File: src/rtl/fdss_pkg.sv
// Shared types, constants and segment lookup for the four-digit display scanner.
`timescale 1ns / 1ps

package fdss_pkg;

    localparam int unsigned NumDigits = 4;
    localparam int unsigned DigitW    = 4;
    localparam int unsigned FifoDepth = 2;
    localparam int unsigned FifoPtrW  = 1;
    localparam int unsigned FifoCntW  = 2;

    // Reciprocals scaled so that the shifted product is the exact quotient
    // over the whole input range (overshoot stays below one part in the divisor).
    localparam logic [16:0] RecipTenThousand = 17'd107375;  // >> 30, v < 65536
    localparam logic [13:0] RecipThousand    = 14'd8389;    // >> 23, r < 10000
    localparam logic [12:0] RecipHundred     = 13'd5243;    // >> 19, r < 10000
    localparam logic [15:0] RecipTen         = 16'd52429;   // >> 19, r < 10000

    localparam logic [1:0] LastIdx = 2'd3;

    typedef logic [DigitW-1:0]           t_bcd;
    typedef logic [NumDigits*DigitW-1:0] t_bcd_word;  // thousands in the low nibble
    typedef logic [1:0]                  t_digit_idx;

    typedef struct packed {
        logic full;
        logic empty;
    } t_fifo_stat;

    // Active-high segments, bit0 = a ... bit6 = g; seven lights g as well.
    function automatic logic [6:0] seg7(input t_bcd d);
        logic [6:0] s;
        case (d)
            4'd0:    s = 7'h3F;
            4'd1:    s = 7'h06;
            4'd2:    s = 7'h5B;
            4'd3:    s = 7'h4F;
            4'd4:    s = 7'h66;
            4'd5:    s = 7'h6D;
            4'd6:    s = 7'h7D;
            4'd7:    s = 7'h47;
            4'd8:    s = 7'h7F;
            4'd9:    s = 7'h6F;
            default: s = 7'h00;
        endcase
        return s;
    endfunction

endpackage

File: src/rtl/fdss_front.sv
// Front end: accept a binary word and split it into four decimal digits over three stages.
`timescale 1ns / 1ps

module fdss_front import fdss_pkg::*; (
    input  logic       i_clk,
    input  logic       i_rst_n,
    input  logic       i_valid,
    output logic       o_ready,
    input  logic [15:0] i_value,
    input  t_fifo_stat i_fifo_stat,
    output logic       o_push,
    output t_bcd_word  o_bcd
);

    logic        w_en;
    logic [32:0] w_prod_q;
    logic [16:0] w_sub;
    logic [27:0] w_prod_th;
    logic [26:0] w_prod_h;
    logic [29:0] w_prod_t;

    logic        r_s1_valid;
    logic [15:0] r_s1_value;
    logic [2:0]  r_s1_quot;
    logic        r_s2_valid;
    logic [13:0] r_s2_rem;
    logic        r_s3_valid;
    logic [13:0] r_s3_rem;
    logic [3:0]  r_s3_th;
    logic [6:0]  r_s3_hq;
    logic [9:0]  r_s3_tq;

    logic [6:0]  w_d1;
    logic [9:0]  w_d2;
    logic [13:0] w_d3;

    // Whole pipe advances together; it only holds when the queue is full
    assign w_en    = !r_s3_valid || !i_fifo_stat.full;
    assign o_ready = w_en;
    assign o_push  = r_s3_valid && !i_fifo_stat.full;

    // Stage 1: quotient by ten thousand
    assign w_prod_q = 33'(i_value) * 33'(RecipTenThousand);

    // Stage 2: remainder modulo ten thousand
    assign w_sub = 17'(r_s1_value) - (17'(r_s1_quot) * 17'd10000);

    // Stage 3: quotients by thousand, hundred and ten, in parallel
    assign w_prod_th = 28'(r_s2_rem) * 28'(RecipThousand);
    assign w_prod_h  = 27'(r_s2_rem) * 27'(RecipHundred);
    assign w_prod_t  = 30'(r_s2_rem) * 30'(RecipTen);

    // Digits follow from neighbouring quotients
    assign w_d1 = r_s3_hq  - (7'(r_s3_th)  * 7'd10);
    assign w_d2 = r_s3_tq  - (10'(r_s3_hq) * 10'd10);
    assign w_d3 = r_s3_rem - (14'(r_s3_tq) * 14'd10);

    assign o_bcd = {w_d3[3:0], w_d2[3:0], w_d1[3:0], r_s3_th};

    always_ff @(posedge i_clk) begin
        if (!i_rst_n) begin
            r_s1_valid <= 1'b0;
            r_s2_valid <= 1'b0;
            r_s3_valid <= 1'b0;
        end else if (w_en) begin
            r_s1_valid <= i_valid;
            r_s2_valid <= r_s1_valid;
            r_s3_valid <= r_s2_valid;
        end
    end

    always_ff @(posedge i_clk) begin
        if (w_en) begin
            r_s1_value <= i_value;
            r_s1_quot  <= w_prod_q[32:30];
            r_s2_rem   <= w_sub[13:0];
            r_s3_rem   <= r_s2_rem;
            r_s3_th    <= w_prod_th[26:23];
            r_s3_hq    <= w_prod_h[25:19];
            r_s3_tq    <= w_prod_t[28:19];
        end
    end

endmodule

File: src/rtl/fdss_fifo.sv
// Two-entry queue of digit words between the front and back ends.
`timescale 1ns / 1ps

module fdss_fifo import fdss_pkg::*; (
    input  logic       i_clk,
    input  logic       i_rst_n,
    input  logic       i_push,
    input  t_bcd_word  i_data,
    input  logic       i_pop,
    output t_bcd_word  o_data,
    output t_fifo_stat o_stat
);

    t_bcd_word           r_mem [FifoDepth];
    logic [FifoPtrW-1:0] r_wr_ptr;
    logic [FifoPtrW-1:0] r_rd_ptr;
    logic [FifoCntW-1:0] r_count;

    assign o_data       = r_mem[r_rd_ptr];
    assign o_stat.full  = (r_count == FifoCntW'(FifoDepth));
    assign o_stat.empty = (r_count == '0);

    always_ff @(posedge i_clk) begin
        if (i_push) begin
            r_mem[r_wr_ptr] <= i_data;
        end
    end

    always_ff @(posedge i_clk) begin
        if (!i_rst_n) begin
            r_wr_ptr <= '0;
            r_rd_ptr <= '0;
            r_count  <= '0;
        end else begin
            if (i_push) begin
                r_wr_ptr <= r_wr_ptr + 1'b1;
            end
            if (i_pop) begin
                r_rd_ptr <= r_rd_ptr + 1'b1;
            end
            case ({i_push, i_pop})
                2'b10:   r_count <= r_count + 1'b1;
                2'b01:   r_count <= r_count - 1'b1;
                default: r_count <= r_count;
            endcase
        end
    end

endmodule

File: src/rtl/fdss_back.sv
// Back end: scan the queued digits out one per cycle, while the receiver is ready, through the output register.
`timescale 1ns / 1ps

module fdss_back import fdss_pkg::*; (
    input  logic       i_clk,
    input  logic       i_rst_n,
    input  t_fifo_stat i_fifo_stat,
    input  t_bcd_word  i_head,
    output logic       o_pop,
    output logic       o_valid,
    input  logic       i_ready,
    output logic [3:0] o_digit_enable,
    output logic [6:0] o_segments,
    output logic       o_last_digit
);

    logic       w_load;
    t_bcd       w_digit;
    t_digit_idx r_idx;
    logic       r_valid;
    logic [3:0] r_enable;
    logic [6:0] r_segs;
    logic       r_last;

    assign w_load  = (!r_valid || i_ready) && !i_fifo_stat.empty;
    assign w_digit = i_head[r_idx*DigitW +: DigitW];
    assign o_pop   = w_load && (r_idx == LastIdx);

    assign o_valid        = r_valid;
    assign o_digit_enable = r_enable;
    assign o_segments     = r_segs;
    assign o_last_digit   = r_last;

    always_ff @(posedge i_clk) begin
        if (!i_rst_n) begin
            r_valid <= 1'b0;
            r_idx   <= '0;
        end else begin
            r_valid <= w_load || (r_valid && !i_ready);
            if (w_load) begin
                r_idx <= r_idx + 1'b1;
            end
        end
    end

    always_ff @(posedge i_clk) begin
        if (w_load) begin
            r_enable <= 4'b0001 << r_idx;
            r_segs   <= seg7(w_digit);
            r_last   <= (r_idx == LastIdx);
        end
    end

endmodule

File: src/rtl/four_digit_seven_segment_scan_top.sv
// Top level of the four-digit multiplexed seven-segment scanner.
//
// Input channel (i_in_valid / o_in_ready / i_value): one 16-bit binary word.
// The value is taken modulo 10000 and split into thousands, hundreds, tens
// and ones; leading zeros are shown, not blanked.
// Output channel (o_out_valid / i_out_ready): four words per input, in scan
// order thousands first; each carries a one-hot display select, the
// active-high segment pattern (bit0 = a) and a last mark on the ones digit.
// The first digit passes the three arithmetic stages and the queue before it
// reaches the output register; the rest follow one a cycle while the receiver
// is ready. Throughput is set by the single output register that sends one
// digit per cycle; the queue fills when inputs come faster than digits drain.
// Reset (synchronous, active low) empties the stages, the queue and the
// output register; nothing else is held.
// When the receiver stalls, the output word holds; the front keeps taking
// inputs until its last stage holds a word and the two-entry queue is full,
// then the whole front holds, bubbles included.
`timescale 1ns / 1ps

module four_digit_seven_segment_scan_top import fdss_pkg::*; (
    input  logic        i_clk,
    input  logic        i_rst_n,
    input  logic        i_in_valid,
    output logic        o_in_ready,
    input  logic [15:0] i_value,
    output logic        o_out_valid,
    input  logic        i_out_ready,
    output logic [3:0]  o_digit_enable,
    output logic [6:0]  o_segments,
    output logic        o_last_digit
);

    // Front to queue
    logic       w_push;
    t_bcd_word  w_push_data;
    // Queue to back, and status seen by both ends
    t_bcd_word  w_head;
    logic       w_pop;
    t_fifo_stat w_fifo_stat;

    // Reduce and split the value; hold while the queue is full and the last stage holds a word
    fdss_front u_front (
        .i_clk       (i_clk),
        .i_rst_n     (i_rst_n),
        .i_valid     (i_in_valid),
        .o_ready     (o_in_ready),
        .i_value     (i_value),
        .i_fifo_stat (w_fifo_stat),
        .o_push      (w_push),
        .o_bcd       (w_push_data)
    );

    // Decouple the arithmetic from the scan so each side stalls alone
    fdss_fifo u_fifo (
        .i_clk   (i_clk),
        .i_rst_n (i_rst_n),
        .i_push  (w_push),
        .i_data  (w_push_data),
        .i_pop   (w_pop),
        .o_data  (w_head),
        .o_stat  (w_fifo_stat)
    );

    // Scan the head word digit by digit; drop it after the ones digit
    fdss_back u_back (
        .i_clk          (i_clk),
        .i_rst_n        (i_rst_n),
        .i_fifo_stat    (w_fifo_stat),
        .i_head         (w_head),
        .o_pop          (w_pop),
        .o_valid        (o_out_valid),
        .i_ready        (i_out_ready),
        .o_digit_enable (o_digit_enable),
        .o_segments     (o_segments),
        .o_last_digit   (o_last_digit)
    );

endmodule

File: config.mk
export PLATFORM = sky130hd
export DESIGN_NAME = four_digit_seven_segment_scan_top
export DESIGN_NICKNAME = d
export VERILOG_FILES = /design/src/rtl/fdss_pkg.sv /design/src/rtl/fdss_front.sv /design/src/rtl/fdss_fifo.sv /design/src/rtl/fdss_back.sv /design/src/rtl/four_digit_seven_segment_scan_top.sv
export SDC_FILE = /design/constraint.sdc
export NUM_CORES = 1
export LEC_CHECK = 0
export BUFFER_PORTS_ARGS = -buffer_cell sky130_fd_sc_hd__buf_2
export CAP_MARGIN = 20
export CORE_ASPECT_RATIO = 1.75
export CORE_MARGIN = 2
export CORE_UTILIZATION = 45
export DETAILED_ROUTE_END_ITERATION = 10
export GPL_TIMING_DRIVEN = 1
export REMOVE_ABC_BUFFERS = 1
export SLEW_MARGIN = 5
export SYNTH_ARGS = -nofsm -noshare
export SYNTH_HDL_FRONTEND = slang
export SYNTH_HIERARCHICAL = 1
export SYNTH_SLANG_ARGS = --single-unit
File: constraint.sdc
create_clock -name i_clk -period 9.78 [get_ports i_clk]
set_input_delay 1.956 -clock i_clk [delete_from_list [all_inputs] [get_ports i_clk]]
set_output_delay 1.956 -clock i_clk [all_outputs]
set_load 0.1 [all_outputs]
== Word level (Yosys, flattened, before mapping) ==
Memory sizes are Yosys's and may differ from the RTL's. A register that Yosys moved wholly into a read port is not among the register bits.
Cells that the tools add are included.
Word-level totals
  flip-flop bits (word level): 71
  RAM bits: 32
  bits in read-only memories: 112
  input port bits: 20
  output and inout bits: 14
  memories kept: 2
Operators by class
  add/subtract/negate cells: 9
  multiply operators: 8
  equality and inequality tests: 4
  shift-type cells: 2
  multiplexer cells: 5
  reductions and logical operators: 14
Memories
  (no name shown): depth 16, bits a word 7, rd ports 1, clocked after memory_dff 1, write ports 0, RTL line fdss_pkg.sv:33  | case (d)
  u_fifo.r_mem: depth 2, bits a word 16, rd ports 1, clocked after memory_dff 1, write ports 1, RTL line fdss_fifo.sv:14  | t_bcd_word r_mem [FifoDepth];
Operator list (number)
  $mul 16x17->33 const B: 1
  $mul 14x16->29 const B: 1
  $mul 14x14->27 const B: 1
  $mul 14x13->26 const B: 1
  $shiftx 16x5->4: 1
  $sub 14x14->14: 1
  $sub 4x4->4: 3
  $mul 10x3->3 const B: 1
  $mul 3x10->10 const B: 1
  $mul 7x3->3 const B: 1
  $eq 2x2->1 const B: 3
  $logic_not 1->1: 5
  $add 2x1->2 const B: 2
  $logic_and 1x1->1: 4
  $mul 4x3->3 const B: 1
  $mux 1: 4
  $pmux 2 s2: 1
  $shl 1x2->4 const A: 1
  $logic_or 1x1->1: 3
  $add 1x1->1 const B: 2
  $eq 2x1->1 const B: 1
  $logic_not 2->1: 1
  $reduce_bool 2->1: 1
  $sub 2x1->2 const B: 1

== Depth between registers and ports, before layout ==
  depth after elaboration: 6
  gate-level depth with buffers: 19
  mapped depth without buffers: 19

== Hierarchy ==
The synthesis kept the hierarchy.
Modules (own cells, without submodules)
  fdss_front: times used 1, cells each 1375, area each 14428.8 µm², sequential area each 1471.4 µm²
  fdss_fifo: times used 1, cells each 72, area each 1367.6 µm², sequential area each 1061.0 µm²
  fdss_back: times used 1, cells each 66, area each 842.1 µm², sequential area each 420.4 µm²

== Worst setup path before layout ==
OpenSTA, ideal clock, no wires.
  kind: in2reg
  start point: in i_value[13]
  end point: reg u_front.r_s1_quot[1], data pin
  setup time: 0.258 ns
  arrival time: 6.378 ns
  required time: 9.522 ns
  path slack: 3.145 ns
  stages on the path: 15
  cell sequence: fa_1 -> fa_1 -> fa_1 -> inv_1 -> fa_1 -> fa_1 -> fa_1 -> inv_1 -> ha_1 -> nand4_1 -> nor4_1 -> o2111ai_1 -> o211ai_1 -> a21oi_1 -> xnor2_1
Between the ends
  longest elaborated chain between the ends: 1
RTL lines
  start: declaration: RTL line four_digit_seven_segment_scan_top.sv:25  | input logic [15:0] i_value,
  $mul 16x17->33: RTL line fdss_front.sv:43  | assign w_prod_q = 33'(i_value) * 33'(RecipTenThousand);
  net u_front.w_prod_q[31]: RTL line fdss_front.sv:16  | logic [32:0] w_prod_q;
  end signal: assignment: RTL line fdss_front.sv:75  | r_s1_quot <= w_prod_q[32:30];
  end: declaration: RTL line fdss_front.sv:24  | logic [2:0] r_s1_quot;
The timed path passes the listed nets, and every way through them passes these cells.
A chain may end at the register's enable or synchronous reset.

== Worst setup path in the final report ==
  start point: in i_value[10]
  end point: reg u_front.r_s1_quot[1], data pin
The elaborated chain is that of the path after synthesis.

==> results.py <==
metrics = {
    "global_routing": {
        "antenna_found_initial": 0,
        "track_usage_pct": 22.4,
        "grt_pass1_wl_mm": 63.6,
        "grt_pass1_vias": 11956,
        "grt_max_degree": 50,
        "overflow": 0,
    },
    "setup_path": {
        "critPathLaunchType": "primary input",
        "path_max_fanout": 6,
        "critical_path_required_ns": 9.91,
        "cp-end-kind": "register",
        "criticalPathCategory": "primary input to register",
        "arrival_ns": 7.31,
    },
    "outcome": {
        "status": "complete, no violations",
    },
    "route": {
        "drcViolationCount": 0,
        "avgViaCountPerCell": 5.08,
        "vias": 10328,
        "wirelength_mm": 39.9,
        "drtIter0Drc": 298,
        "wire_per_inst_um": 19.6,
        "postRouteAntennaNets": 0,
        "drtPass1Iterations": 4,
    },
    "floorplan": {
        "die-area_um2": 38600,
        "io_pins": 34,
        "die_h_um": 258,
        "rows": 93,
        "start_util_pct": 45.4,
        "die_x_um": 149,
        "core_um2": 36700,
    },
    "logic_synthesis": {
        "synthFlopType": "edfxtp_1",
        "synth_cell_type_count": 66,
        "synth-seq-cells": 102,
        "ys_seq_area_share_pct": 17.7,
        "synth_enable_flop_cells": 91,
        "netlist_area_um2": 16600,
        "syn_inst": 1513,
        "yosys_warnings": 6,
        "syn_avg_cell_area_um2": 11.0,
        "synthArstFlopShare_pct": 0,
    },
    "clock_tree": {
        "cts_resized": 0,
        "cts.sinks": 102,
        "tritoncts": "built",
        "cts_hold_buffers": 0,
        "cts_max_level": 3,
        "root_buffer": "clkbuf_16",
        "cts_made_buffers": 9,
        "post_cts_buffers": 0,
        "clkLatencyLatePin_ns": 0.38,
        "path_clk_slew_ns": 0.08,
        "clockBufferDepth": 2,
    },
    "finish": {
        "drive_gt1_share_pct": 5.33,
        "syn2layout_area_growth_pct": 6.16,
        "regArea_um2": 2950,
        "n_antenna_cell": 0,
        "multi_input_area_um2": 11800,
        "nFillCells": 3463,
        "finish.net_count": 2201,
    },
    "sta": {
        "period_minus_slack_ns": 7.18,
        "fin_skew_ns": 0.0102,
        "hold_ws_ns": 0.422,
        "setup_viol": 0,
        "final.setup.tns_ns": 0,
        "worst_slew_pin_slew_ns": 0.966,
        "hold_viol": 0,
        "slew_headroom_pct": 35.4,
        "max_freq_ghz": 0.139,
        "slew_violations": 0,
        "rsz0062_at_grt": "false",
        "finalCritPeriodShare_pct": 73.4,
    },
    "placed_design": {
        "dp_hpwl_mm": 35.9,
        "gp_congestion": 0.899,
        "port_buffers": 33,
    },
    "hold_path": {
        "hp-class": "register to register",
    },
    "run": {
        "cap_violations": 0,
    },
}
[final timing paths]
path / startpoint / endpoint / slack (ns) / cells after the start
worst max register to register: u_front/r_s2_rem[3] / u_front/r_s3_tq[3] / 3.98 / 18
worst min register to register: u_front/r_s1_value[0] / u_front/r_s2_rem[0] / 0.42 / 0
worst max-delay path: i_value[10] / u_front/r_s1_quot[1] / 2.60 / 18
worst min-delay path: u_front/r_s1_value[0] / u_front/r_s2_rem[0] / 0.42 / 0
[metrics by stage]
stage / setup WS [ns] / utilization [%] / instances / instance area (µm²)
2_1_floorplan: 3.14 / - / 1505 / 16600
3_3_place_gp: 2.41 / 47.4 / 2017 / 17400
3_5_place_dp: 2.29 / 47.4 / 2017 / 17400
4_1_cts: 2.71 / 48.2 / 2033 / 17700
5_1_grt: 2.24 / 48.2 / 2033 / 17700
6_report: 2.60 / 48.2 / 2033 / 17700
[layer usage]
metal  part of all wire [%]  GRT usage, %  vias up
li1                       -             -     4885
met1                     29          19.1     5186
met2                     62          47.7      168
met3                    1.6          1.87       89
met4                    7.0          12.8        0
met5                      0             0        -
[Yosys cell counts (13+ instances only)]
cell	number	area share, %
a21oi_1	25	0.75
edfxtp_1	91	16
fa_1	246	30
ha_1	382	29
inv_1	478	11
mux2_2	17	1.2
nand2_1	17	0.38
nor2_1	16	0.36
o21ai_0	18	0.54
xnor2_1	33	1.7
xor2_1	13	0.68
[sequential cells by signal (all words and copies together) (netlist names), 4 cells and up, named ones only]
| register | count |
|---|---|
| u_fifo/r_mem | 32 |
| u_front/r_s1_value | 14 |
| u_front/r_s2_rem | 14 |
| u_back/o_segments | 7 |
| u_back/o_digit_enable | 4 |
| u_front/r_s3_hq | 4 |
| u_front/r_s3_rem | 4 |
| u_front/r_s3_th | 4 |
| u_front/r_s3_tq | 4 |
[area by class of cell]
| cell class | instances | area share [%] |
|---|---|---|
| repair buffers | 37 | 1.11 |
| flip-flops and latches | 102 | 16.7 |
| clock buffers | 11 | 1.37 |
| clock inverters | 5 | 0.262 |
| multi-input cells | 924 | 67.0 |
| inverters | 479 | 10.2 |
| well taps | 475 | 3.36 |
[cells in the final DEF (no fill, tap or decap), types with 8 or more instances in the layout]
cell type    n
inv_1      478
ha_1       382
fa_1       246
edfxtp_1    91
buf_2       33
xnor2_1     33
a21oi_1     25
o21ai_0     18
mux2_2      17
nand2_1     16
nor2_1      15
xor2_1      13
o21ai_1     12
nand3_1     12
a21o_1      12
dfxtp_1     11
nor2b_1     10
clkbuf_16    9
o21a_1       9
a211oi_1     9
nand4_1      9
and2_1       8
[cell families after synthesis]
kind of cell,synth area share [%]
xor gates and xnor gates,2.42
muxes,1.96
adders and majority gates,58.3
and+or+nand+nor,3.29
AOI/OAI and AO/OA,5.09
DFF,17.7
buffers and inverters,11.2
[worst max-delay path: stages]
cell and delay (ns):
buf_2 0.16, ha_1 0.30, inv_1 0.19, fa_1 0.50, fa_1 0.55, inv_1 0.05, fa_1 0.53, inv_1 0.05
fa_1 0.51, fa_1 0.54, inv_1 0.04, ha_1 0.28, nand2_1 0.06, nor4_1 0.59, o2111ai_1 0.39, o211ai_1 0.34
a21oi_1 0.12, xnor2_1 0.14
Power is not shown: default switching activity piles up to over one toggle a cycle in this logic, so the estimate is an artifact.
